--- config.mk ---
export PLATFORM = sky130hd
export DESIGN_NAME = cyrillic_byte_to_utf8
export DESIGN_NICKNAME = d
export VERILOG_FILES = /design/src/sv/cb2u_pkg.sv /design/src/sv/cb2u_rom.sv /design/src/sv/cyrillic_byte_to_utf8.sv
export VERILOG_INCLUDE_DIRS = /design/src /design/src/sv
export SDC_FILE = /design/constraint.sdc
export NUM_CORES = 1
export LEC_CHECK = 0
export BUFFER_PORTS_ARGS = -buffer_cell sky130_fd_sc_hd__buf_2
export CAP_MARGIN = 10
export CELL_PAD_IN_SITES_DETAIL_PLACEMENT = 1
export CELL_PAD_IN_SITES_GLOBAL_PLACEMENT = 1
export CORE_ASPECT_RATIO = 0.75
export CORE_UTILIZATION = 49
export CTS_CLUSTER_SIZE = 25
export DETAILED_ROUTE_END_ITERATION = 16
export GPL_ROUTABILITY_DRIVEN = 0
export HOLD_SLACK_MARGIN = 0.03
export PLACE_DENSITY = 0.87
export SETUP_SLACK_MARGIN = 0.02
export SYNTH_ARGS = -nofsm -noshare
export SYNTH_HDL_FRONTEND = slang
export SYNTH_SLANG_ARGS = --single-unit
--- constraint.sdc ---
create_clock -name clk -period 4.8 [get_ports clk]
set_input_delay 0.72 -clock clk [delete_from_list [all_inputs] [get_ports clk]]
set_output_delay 0.72 -clock clk [all_outputs]
set_load 0.02 [all_outputs]
--- src/sv/cyrillic_byte_to_utf8_assert.svh ---
// Assertion macros for the Cyrillic-to-UTF-8 block.
// Both macros sample on clk and are switched off while rst is high.
`ifndef CYRILLIC_BYTE_TO_UTF8_ASSERT_SVH
`define CYRILLIC_BYTE_TO_UTF8_ASSERT_SVH

`ifndef SYNTHESIS

// Check that a condition holds at every clock edge.
`define CB2U_ASSERT_ALWAYS(lbl, cond) \
  lbl: assert property (@(posedge clk) disable iff (rst) (cond)) \
    else $error("cb2u assertion failed: invariant");

// Check that a trigger in one cycle implies a consequence in the next.
`define CB2U_ASSERT_NEXT(lbl, trig, cons) \
  lbl: assert property (@(posedge clk) disable iff (rst) (trig) |=> (cons)) \
    else $error("cb2u assertion failed: sequence");

`else

`define CB2U_ASSERT_ALWAYS(lbl, cond)
`define CB2U_ASSERT_NEXT(lbl, trig, cons)

`endif

`endif

--- src/sv/cb2u_pkg.sv ---
package cb2u_pkg;

  // Charset selector codes.
  localparam logic [1:0] ENC_CP1251   = 2'd0;
  localparam logic [1:0] ENC_KOI8R    = 2'd1;
  localparam logic [1:0] ENC_ISO88595 = 2'd2;

  localparam int unsigned ENC_W  = 2;
  localparam int unsigned LO_W   = 7;
  localparam int unsigned ADDR_W = ENC_W + LO_W;
  // Entry holds code point minus U+0400; zero marks an unmapped byte.
  localparam int unsigned OFF_W  = 7;

  localparam logic [OFF_W-1:0] OFF_YO_UPPER = 7'h01;
  localparam logic [OFF_W-1:0] OFF_YO_LOWER = 7'h51;
  localparam logic [OFF_W-1:0] OFF_A_UPPER  = 7'h10;
  localparam logic [OFF_W-1:0] OFF_A_LOWER  = 7'h30;
  localparam logic [OFF_W-1:0] OFF_NONE     = 7'h00;

  // Lead byte is 0xD0 or 0xD1: upper seven bits fixed.
  localparam logic [6:0] UTF8_LEAD_HI = 7'h68;
  // Continuation byte marker 0b10.
  localparam logic [1:0] UTF8_CONT    = 2'b10;
  localparam logic [7:0] BYTE_UNMAPPED = 8'h00;

  // KOI8-R letters in code order, as offset from capital A.
  localparam logic [4:0] KOI_OFFSET [32] = '{
    5'd30, 5'd0,  5'd1,  5'd22, 5'd4,  5'd5,  5'd20, 5'd3,
    5'd21, 5'd8,  5'd9,  5'd10, 5'd11, 5'd12, 5'd13, 5'd14,
    5'd15, 5'd31, 5'd16, 5'd17, 5'd18, 5'd19, 5'd6,  5'd2,
    5'd28, 5'd27, 5'd7,  5'd24, 5'd29, 5'd25, 5'd23, 5'd26
  };

  // Map a high byte (bit 7 implied) to its code point offset.
  function automatic logic [OFF_W-1:0] lut(logic [ENC_W-1:0] enc, logic [LO_W-1:0] lo);
    logic [7:0]       b;
    logic [7:0]       d;
    logic [OFF_W-1:0] off;
    b   = {1'b1, lo};
    d   = b - 8'hB0;
    off = OFF_NONE;
    unique case (enc)
      ENC_CP1251: begin
        if (b == 8'hA8)      off = OFF_YO_UPPER;
        else if (b == 8'hB8) off = OFF_YO_LOWER;
        else if (b >= 8'hC0) off = OFF_A_UPPER + {1'b0, b[5:0]};
      end
      ENC_KOI8R: begin
        if (b == 8'hB3)      off = OFF_YO_UPPER;
        else if (b == 8'hA3) off = OFF_YO_LOWER;
        else if (b >= 8'hE0) off = OFF_A_UPPER + {2'b00, KOI_OFFSET[b[4:0]]};
        else if (b >= 8'hC0) off = OFF_A_LOWER + {2'b00, KOI_OFFSET[b[4:0]]};
      end
      ENC_ISO88595: begin
        if (b == 8'hA1)      off = OFF_YO_UPPER;
        else if (b == 8'hF1) off = OFF_YO_LOWER;
        else if (b >= 8'hB0 && b <= 8'hEF) off = OFF_A_UPPER + {1'b0, d[5:0]};
      end
      default: off = OFF_NONE;
    endcase
    return off;
  endfunction

endpackage

--- src/sv/cb2u_rom.sv ---
module cb2u_rom (
  input  logic                         clk,
  input  logic                         rd_en,
  input  logic [cb2u_pkg::ADDR_W-1:0]  rd_addr,
  output logic [cb2u_pkg::OFF_W-1:0]   rd_data
);

  // Synchronous read: address {charset, byte[6:0]}, data valid next cycle.
  always_ff @(posedge clk) begin
    if (rd_en) begin
      rd_data <= cb2u_pkg::lut(rd_addr[cb2u_pkg::ADDR_W-1:cb2u_pkg::LO_W],
                               rd_addr[cb2u_pkg::LO_W-1:0]);
    end
  end

endmodule

--- src/sv/cyrillic_byte_to_utf8.sv ---
// Cyrillic single-byte text to UTF-8 converter.
// Input channel: in_valid / in_stall with byte_in. One request is one byte of
//   CP-1251, KOI8-R or ISO-8859-5 text, picked by the source_encoding register.
// Output channel: out_valid / out_stall with byte_out and last_of_run. ASCII
//   bytes pass as one request; mapped letters give two requests (lead 0xD0 or
//   0xD1, then continuation); unmapped high bytes give one 0x00 request.
//   last_of_run marks the final output request of each input byte.
// Config channel: source_encoding_valid / source_encoding_ready with
//   source_encoding; always ready, write only while the block is idle.
// Path: an accepted byte is registered in the lookup stage while the ROM is
//   read; it moves into the output stage once that stage is empty or
//   finishing its request, and the output stage presents the output bytes.
// Throughput: one input byte per cycle for single-byte results while out_stall
//   is low; a letter holds the output stage until the one-byte output port has taken both of its bytes.
// Stalls: out_stall holds the output stage; the lookup stage in front of it
//   still takes one more byte, then in_stall rises until the output drains.
// Reset: rst (synchronous, active high) empties both stages and selects
//   CP-1251.
module cyrillic_byte_to_utf8 (
  input  logic       clk,
  input  logic       rst,
  input  logic       in_valid,
  output logic       in_stall,
  input  logic [7:0] byte_in,
  output logic       out_valid,
  input  logic       out_stall,
  output logic [7:0] byte_out,
  output logic       last_of_run,
  input  logic       source_encoding_valid,
  output logic       source_encoding_ready,
  input  logic [1:0] source_encoding
);

  logic [cb2u_pkg::ENC_W-1:0] enc;

  // Lookup stage: raw byte waits here while the ROM data comes out.
  logic                       a_valid;
  logic [7:0]                 a_byte;
  logic [cb2u_pkg::OFF_W-1:0] rom_q;

  // Output stage: up to two bytes per request.
  logic       b_valid;
  logic [7:0] b_first;
  logic [7:0] b_second;
  logic       b_two;
  logic       b_phase;

  logic       in_accept;
  logic       b_done;
  logic       a_move;
  logic       a_mapped;

  assign source_encoding_ready = 1'b1;

  always_ff @(posedge clk) begin
    if (rst) begin
      enc <= cb2u_pkg::ENC_CP1251;
    end else if (source_encoding_valid && source_encoding_ready) begin
      enc <= source_encoding;
    end
  end

  // Output stage finishes its request when the last byte is taken.
  assign b_done    = b_valid && !out_stall && (!b_two || b_phase);
  assign a_move    = a_valid && (!b_valid || b_done);
  assign in_stall  = a_valid && !a_move;
  assign in_accept = in_valid && !in_stall;

  cb2u_rom u_rom (
    .clk     (clk),
    .rd_en   (in_accept),
    .rd_addr ({enc, byte_in[cb2u_pkg::LO_W-1:0]}),
    .rd_data (rom_q)
  );

  always_ff @(posedge clk) begin
    if (rst) begin
      a_valid <= 1'b0;
    end else if (in_accept) begin
      a_valid <= 1'b1;
    end else if (a_move) begin
      a_valid <= 1'b0;
    end
  end

  always_ff @(posedge clk) begin
    if (in_accept) begin
      a_byte <= byte_in;
    end
  end

  assign a_mapped = a_byte[7] && (rom_q != cb2u_pkg::OFF_NONE);

  always_ff @(posedge clk) begin
    if (rst) begin
      b_valid <= 1'b0;
      b_phase <= 1'b0;
    end else if (a_move) begin
      b_valid <= 1'b1;
      b_phase <= 1'b0;
    end else if (b_done) begin
      b_valid <= 1'b0;
      b_phase <= 1'b0;
    end else if (b_valid && !out_stall) begin
      // Lead byte taken; advance to the continuation byte.
      b_phase <= 1'b1;
    end
  end

  always_ff @(posedge clk) begin
    if (a_move) begin
      b_two    <= a_mapped;
      b_second <= {cb2u_pkg::UTF8_CONT, rom_q[5:0]};
      if (a_mapped) begin
        b_first <= {cb2u_pkg::UTF8_LEAD_HI, rom_q[6]};
      end else if (a_byte[7]) begin
        b_first <= cb2u_pkg::BYTE_UNMAPPED;
      end else begin
        b_first <= a_byte;
      end
    end
  end

  assign out_valid   = b_valid;
  assign byte_out    = b_phase ? b_second : b_first;
  assign last_of_run = !b_two || b_phase;

`include "cyrillic_byte_to_utf8_assert.svh"

  `CB2U_ASSERT_ALWAYS(a_phase_needs_pair, !b_phase || (b_valid && b_two))
  `CB2U_ASSERT_ALWAYS(a_lead_byte_range, !(b_valid && b_two) || b_first[7:1] == 7'h68)
  `CB2U_ASSERT_NEXT(a_lead_then_cont, b_valid && b_two && !b_phase && !out_stall, b_valid && b_phase)
  `CB2U_ASSERT_NEXT(a_accept_fills_lookup, in_accept, a_valid)

endmodule
==> results by group, run 1 <==
Outcome
  • Outcome: completed

Drt
  • Vias after detailed routing: 1,520
  • Drc violations: 0
  • DR vias/cell: 5.76
  • Pre-antenna DRT Iters: 4
  • DR iter-0 viols: 31
  • Routed wire per std cell: 18.0 µm
  • ANT nets after route: 0
  • Post-Route WL: 4.74 mm

Floorplan
  • Top-Level Pins: 27
  • Die outline height: 58.5 µm
  • Starting Density: 51.2%
  • Die Span X: 77.4 µm
  • Core ar.: 4080 µm²
  • Num rows: 20
  • Die area: 4530 µm²

Timing
  • Minimum clock period: 2460 ps
  • Slew HR: 23.3%
  • Worst-margin pin slew: 1150 ps
  • Fin worst setup slack: 2340 ps
  • Final period utilization: 51.2%
  • Layout Skew: 13.3 ps
  • TNS Setup: 0 ps
  • Fin. Hold Viols: 0
  • RSZ-0062 raised after global routing: false
  • Fmax: 407 MHz
  • Setup violators final: 0
  • Slew Viols, Final: 0

Final layout
  • Layout cell share with drive strength beyond 1: 25.4%
  • Area Growth Syn to Fin: 11.0%
  • Final nets: 232
  • N_diodes: 0
  • Most common cell after layout, fill and taps aside: edfxtp_1
  • Commonest cells after routing, fill and taps aside: 30 x edfxtp_1, 25 x buf_2, 17 x inv_1, 11 x o21ai_0, 10 x nand2_1

Worst setup path
  • CP delay by family, top: simple AND/OR/NAND/NOR gates
  • Setup crit end kind: flip-flop
  • FF-to-FF setup slack: 2340 ps
  • Critical path required time: 4710 ps
  • Slowest-stage cell, CP: nor2_1
  • WS Path Type: flip-flop to flip-flop
  • Bufs and invs on worst path: 1
  • Worst path depth: 5
  • Worst-path maximum fanout: 15
  • Startpoint types: flip-flop
  • CP Cell Sequence: nor2b_1 -> o21ai_0 -> or2_2 -> inv_1 -> nor2_1
  • Peak per-stage delay on the critical path: 850 ps
  • Crit path arrival time: 2360 ps
  • FF-to-FF path depth: 5

GRT
  • Initial antenna violation count: 0
  • Largest net degree at the start of global routing: 23
  • GR Util All Layers: 22.1%
  • Vias in the first global route: 1,565
  • First-pass GRT wire length: 7.58 mm
  • Global route overflow: 0

Synth
  • #FFs+latches synth: 35
  • Synth warnings: 0
  • Syn Nets: 212
  • EDFF count, synth: 30
  • Cells after Synth: 188
  • Ys async rst share: 0%
  • Avg Inst Size Synth: 11.1 µm²
  • Synth Flop Type: edfxtp_1
  • Post-Syn Area: 2090 µm²
  • Yosys cell types: 57
  • Seq/Total Area, Yosys: 47.9%

Place
  • Placement Setup Slack: 2110 ps
  • Number of port buffers: 25
  • DP Wirelength: 3.57 mm

Power
  • Leakage Power: 0.911 nW
  • VDD IR-drop max: 0.121 mV
  • P per Cell Area: 304 nW/µm²

Clock network
  • Reg clk slew, reported paths: 70 ps
  • Root Driver: clkbuf_8
  • Hold buffers post-CTS: 0
  • Setup repair bufs after CTS: 0
  • Skew-Pair Late Insertion Delay: 290 ps
  • Clock sinks: 35
  • Longest Clk Path Bufs: 2
  • Cts repair resizes: 0
  • CTS buffer count: 5
  • CTS tree: built
  • Htree depth: 2

Hold path
  • Hold path cells: 0
  • Hold Path Class: flip-flop to flip-flop

Flow run
  • Number of max-cap violations: 0
Yosys cell counts, drive strengths merged (2+ instances only):
| cell type | number | area [µm²] |
|---|---|---|
| a211oi | 3 | 27.5 |
| a21boi | 2 | 15.0 |
| a21oi | 5 | 25.0 |
| a221oi | 3 | 32.5 |
| a22oi | 2 | 15.0 |
| a31o | 2 | 17.5 |
| a31oi | 4 | 25.0 |
| and4bb | 2 | 25.0 |
| buf | 10 | 61.3 |
| clkbuf | 2 | 7.51 |
| dfxtp | 5 | 100 |
| edfxtp | 30 | 901 |
| ha | 9 | 113 |
| inv | 18 | 67.6 |
| mux2 | 8 | 93.8 |
| mux2i | 6 | 60.1 |
| nand2 | 10 | 37.5 |
| nand3 | 3 | 15.0 |
| nand3b | 3 | 22.5 |
| nand4 | 2 | 12.5 |
| nor2 | 7 | 26.3 |
| nor2b | 9 | 56.3 |
| nor3 | 2 | 10.0 |
| o211ai | 4 | 35.0 |
| o21ai | 13 | 65.1 |
| or2 | 2 | 12.5 |
stage by stage:
stage / cells / hold WS (ps) / util, % / total power, mW / instance area (µm²)
after floorplan: 188 / 418 / - / 0.443 / 2090
after global placement: 256 / 444 / 54.3 / 0.469 / 2210
after detailed placement: 256 / 445 / 54.3 / 0.478 / 2210
after CTS: 264 / 469 / 56.8 / 0.709 / 2320
after global routing: 264 / 489 / 56.8 / 0.731 / 2320
final: 264 / 470 / 56.8 / 0.704 / 2320
registers in the layout, summed over array words and instances (netlist names):
signal / flops
a_byte: 8
u_rom.rd_data: 7
enc: 2
a_valid: 1
out_valid: 1
b_second: 6
b_two: 1
b_first: 8
b_phase: 1
area by class of cell:
cell class,count,area (µm²)
sequential,35,1000
timing repair buffer,25,125
tap,55,68.8
inverter,18,67.6
clock buffer,7,96.3
clock inverter,1,7.51
fill,448,1760
multi-input combinational,123,951
final timing paths:
| path | startpoint | endpoint |
|---|---|---|
| worst max-delay path | b_phase | a_byte[1] |
| worst min register to register | u_rom.rd_data[2] | b_second[2] |
| worst min-delay path | u_rom.rd_data[2] | b_second[2] |
| worst max register to register | b_phase | a_byte[1] |
layer usage:
layer  wire length [µm]  part of all wire, %  GRT usage, %
met3                121                  2.6          4.50
met2               2440                   51          40.8
met5                  0                    0             0
met1               2120                   45          25.5
met4                 59                  1.2          8.89
kinds of logic after synthesis:
family | share of synthesized area (%)
flops | 47.9
mux | 8.45
other cells | 0.180
simple gates | 13.1
fa+ha+maj | 5.39
xor+xnor | 0.419
compound gates | 18.0
buf+inv | 6.53
power by group:
part	internal, mW	switching (mW)	total [mW]	leakage [nW]
combinational	0.0407	0.0671	0.108	0.529
sequential	0.353	0.0111	0.364	0.332
clock	0.130	0.101	0.231	0.0505
No activity file was read; power rests on OpenSTA's default activity.
==> run 2: changes to the inputs <==
--- a/config.mk
+++ b/config.mk
@@ -11,12 +11,12 @@
 export CELL_PAD_IN_SITES_DETAIL_PLACEMENT = 1
 export CELL_PAD_IN_SITES_GLOBAL_PLACEMENT = 1
 export CORE_ASPECT_RATIO = 0.75
-export CORE_UTILIZATION = 49
+export CORE_UTILIZATION = 45
 export CTS_CLUSTER_SIZE = 25
 export DETAILED_ROUTE_END_ITERATION = 16
 export GPL_ROUTABILITY_DRIVEN = 0
 export HOLD_SLACK_MARGIN = 0.03
-export PLACE_DENSITY = 0.87
+export PLACE_DENSITY = 0.81
 export SETUP_SLACK_MARGIN = 0.02
 export SYNTH_ARGS = -nofsm -noshare
 export SYNTH_HDL_FRONTEND = slang
==> constraint.sdc (replaced) <==
create_clock -name clk -period 2.6 [get_ports clk]
set_input_delay 0.39 -clock clk [delete_from_list [all_inputs] [get_ports clk]]
set_output_delay 0.39 -clock clk [all_outputs]
set_load 0.02 [all_outputs]
==> run 2 against run 1 <==
Compared with the run above: register-to-register slack got worse by 1800 ps; via count increased by 2.9%; non-clock buffer count increased by 1; critical path type is now flip-flop to output pin; largest power group unchanged.
==> results by group, run 2 (synthesis gave the netlist of run 1 again) <==
Outcome
  • Outcome: completed

Clock network
  • Reg clk slew, reported paths: 70 ps (about the same)
  • Setup repair bufs after CTS: 0 (unchanged)
  • Htree depth: 2 (unchanged)
  • CTS tree: built
  • Cts repair resizes: 0 (unchanged)
  • Skew-Pair Late Insertion Delay: 290 ps (about the same)
  • CTS buffer count: 5 (unchanged)
  • Root Driver: clkbuf_8
  • Longest Clk Path Bufs: 2 (unchanged)
  • Clock sinks: 35 (unchanged)
  • Hold buffers post-CTS: 0 (unchanged)

Power
  • Cell Int Power: 942 µW (+80%)
  • Flop pwr share: 52.6% (+0.8 points)
  • P per Cell Area: 553 nW/µm² (+82%)
  • VDD IR-drop max: 0.280 mV (+130%)
  • Net switching power: 337 µW (+88%)
  • Combinational Power Share: 15.7% (+0.4 points)
  • Switching portion of total power: 26.4% (+0.89 points)
  • Clock power share: 31.7% (-1.2 points)
  • Leakage Power: 0.914 nW (+0.28%)

Drt
  • Vias after detailed routing: 1,564 (+2.9%)
  • ANT nets after route: 0 (unchanged)
  • Routed wire per std cell: 18.3 µm (+2.0%)
  • Drc violations: 0 (unchanged)
  • Post-Route WL: 4.89 mm (+3.2%)
  • Pre-antenna DRT Iters: 4 (unchanged)
  • DR vias/cell: 5.86 (+1.7%)
  • DR iter-0 viols: 87 (+180%)

Place
  • DP Wirelength: 3.59 mm (+0.56%)
  • Number of port buffers: 25 (unchanged)

Floorplan
  • Top-Level Pins: 27 (unchanged)
  • Die area: 4920 µm² (+8.6%)
  • Starting Density: 46.8% (-4.4 points)
  • Die outline height: 61.0 µm (+4.2%)
  • Die Span X: 80.7 µm (+4.2%)
  • Num rows: 21 (+5.0%)
  • Core ar.: 4470 µm² (+9.5%)

Flow run
  • Number of max-cap violations: 0 (unchanged)

Timing
  • Fmax: 465 MHz
  • RSZ-0062 raised after global routing: false
  • Setup violators final: 0 (unchanged)
  • Fin. Hold Viols: 0 (unchanged)
  • Slew Viols, Final: 0 (unchanged)
  • TNS Setup: 0 ps (unchanged)
  • Minimum clock period: 2150 ps
  • Final period utilization: 82.7%
  • Layout Skew: 4.65 ps (-8.67 ps)
  • Worst-margin pin slew: 628 ps (-518 ps)
  • Slew HR: 58.1% (+35 points)

Hold path
  • Hold Path Class: input port to flip-flop

Final layout
  • Area Growth Syn to Fin: 10.8%
  • Largest registers: a_byte (8), b_first (8), u_rom.rd_data (7)
  • Commonest cells after routing, fill and taps aside: 30 x edfxtp_1, 25 x buf_2, 17 x inv_1, 11 x o21ai_0, 10 x nand2_1
  • Most common cell after layout, fill and taps aside: edfxtp_1
  • Layout cell share with drive strength beyond 1: 25.2% (-0.12 points)
  • Final nets: 233 (+0.43%)
  • Post-layout util: 51.8% (-5.0 points)
  • N_diodes: 0 (unchanged)

GRT
  • Initial antenna violation count: 0 (unchanged)
  • Largest net degree at the start of global routing: 23 (unchanged)
  • GR Util All Layers: 20.8% (-1.3 points)
  • Vias in the first global route: 1,489 (-4.9%)
  • Global route overflow: 0 (unchanged)
  • First-pass GRT wire length: 7.43 mm (-1.9%)

Worst setup path
  • Startpoint types: flip-flop
  • WS Path Type: flip-flop to output pin
  • Critical path required time: 2210 ps (-2500 ps)
  • Peak per-stage delay on the critical path: 560 ps (-290 ps)
  • Worst-path maximum fanout: 10 (-5)
  • CP delay by family, top: flip-flops
  • Bufs and invs on worst path: 2 (+1)
  • Setup crit end kind: output pin
  • FF-to-FF setup slack: 560 ps (-1780 ps)
  • Crit path arrival time: 1760 ps (-600 ps)
  • Slowest-stage cell, CP: dfxtp_1
  • CP Cell Sequence: nor2b_1 -> o21ai_0 -> or2_2 -> inv_1 -> buf_2
==> run 2: cell types whose count changed in the layout (fill, tap and decap cells not counted), sizes merged <==
cell,delta
buf,+1
clkinv,+1
clkinvlp,-1
==> run 2: layer usage <==
layer  vias to the layer above  share of wire [%]  routed length (µm)  track usage [%]
met5                         -                  0                   0                0
met4                         0                1.8                  89             9.18
met3                         8                4.7                 229             3.61
met2                        44                 51                2480             36.7
met1                       769                 43                2090             25.6
li1                        743                  -                   -                -
==> run 2: cell type report <==
cell class              count  area [µm²]
clock buffers               7        86.3
clock inverters             1        5.00
fillers                   503        2150
inverters                  18        67.6
multi-input cells         123         951
flip-flops and latches     35        1000
well taps                  57        71.3
repair buffers             26         133
==> run 2: power groups by stage <==
| stage | Clock, mW | Sequential (mW) | Combinational, mW |
|---|---|---|---|
| 2_1_floorplan | 0 | 0.675 | 0.143 |
| 3_3_place_gp | 0 | 0.682 | 0.187 |
| 3_5_place_dp | 0 | 0.686 | 0.199 |
| 4_1_cts | 0.413 | 0.673 | 0.201 |
| 5_1_grt | 0.432 | 0.676 | 0.219 |
| 6_report | 0.406 | 0.673 | 0.200 |
==> run 2: metrics by stage <==
step           cell area (µm²)  hold slack [ps]  instances  setup WS (ps)  power, mW
2_1_floorplan             2090              418        188            535      0.818
3_3_place_gp              2220              438        259            438      0.869
3_5_place_dp              2220              443        259            329      0.884
4_1_cts                   2310              291        267            407       1.29
5_1_grt                   2310              289        267            286       1.33
6_report                  2310              297        267            449       1.28
==> run 2: worst paths after layout <==
check,from,to,cells after the start
max,b_phase,in_stall,5
min,byte_in[7],a_byte[7],1
max reg2reg,b_phase,b_first[3],3
min reg2reg,u_rom.rd_data[2],b_second[2],0
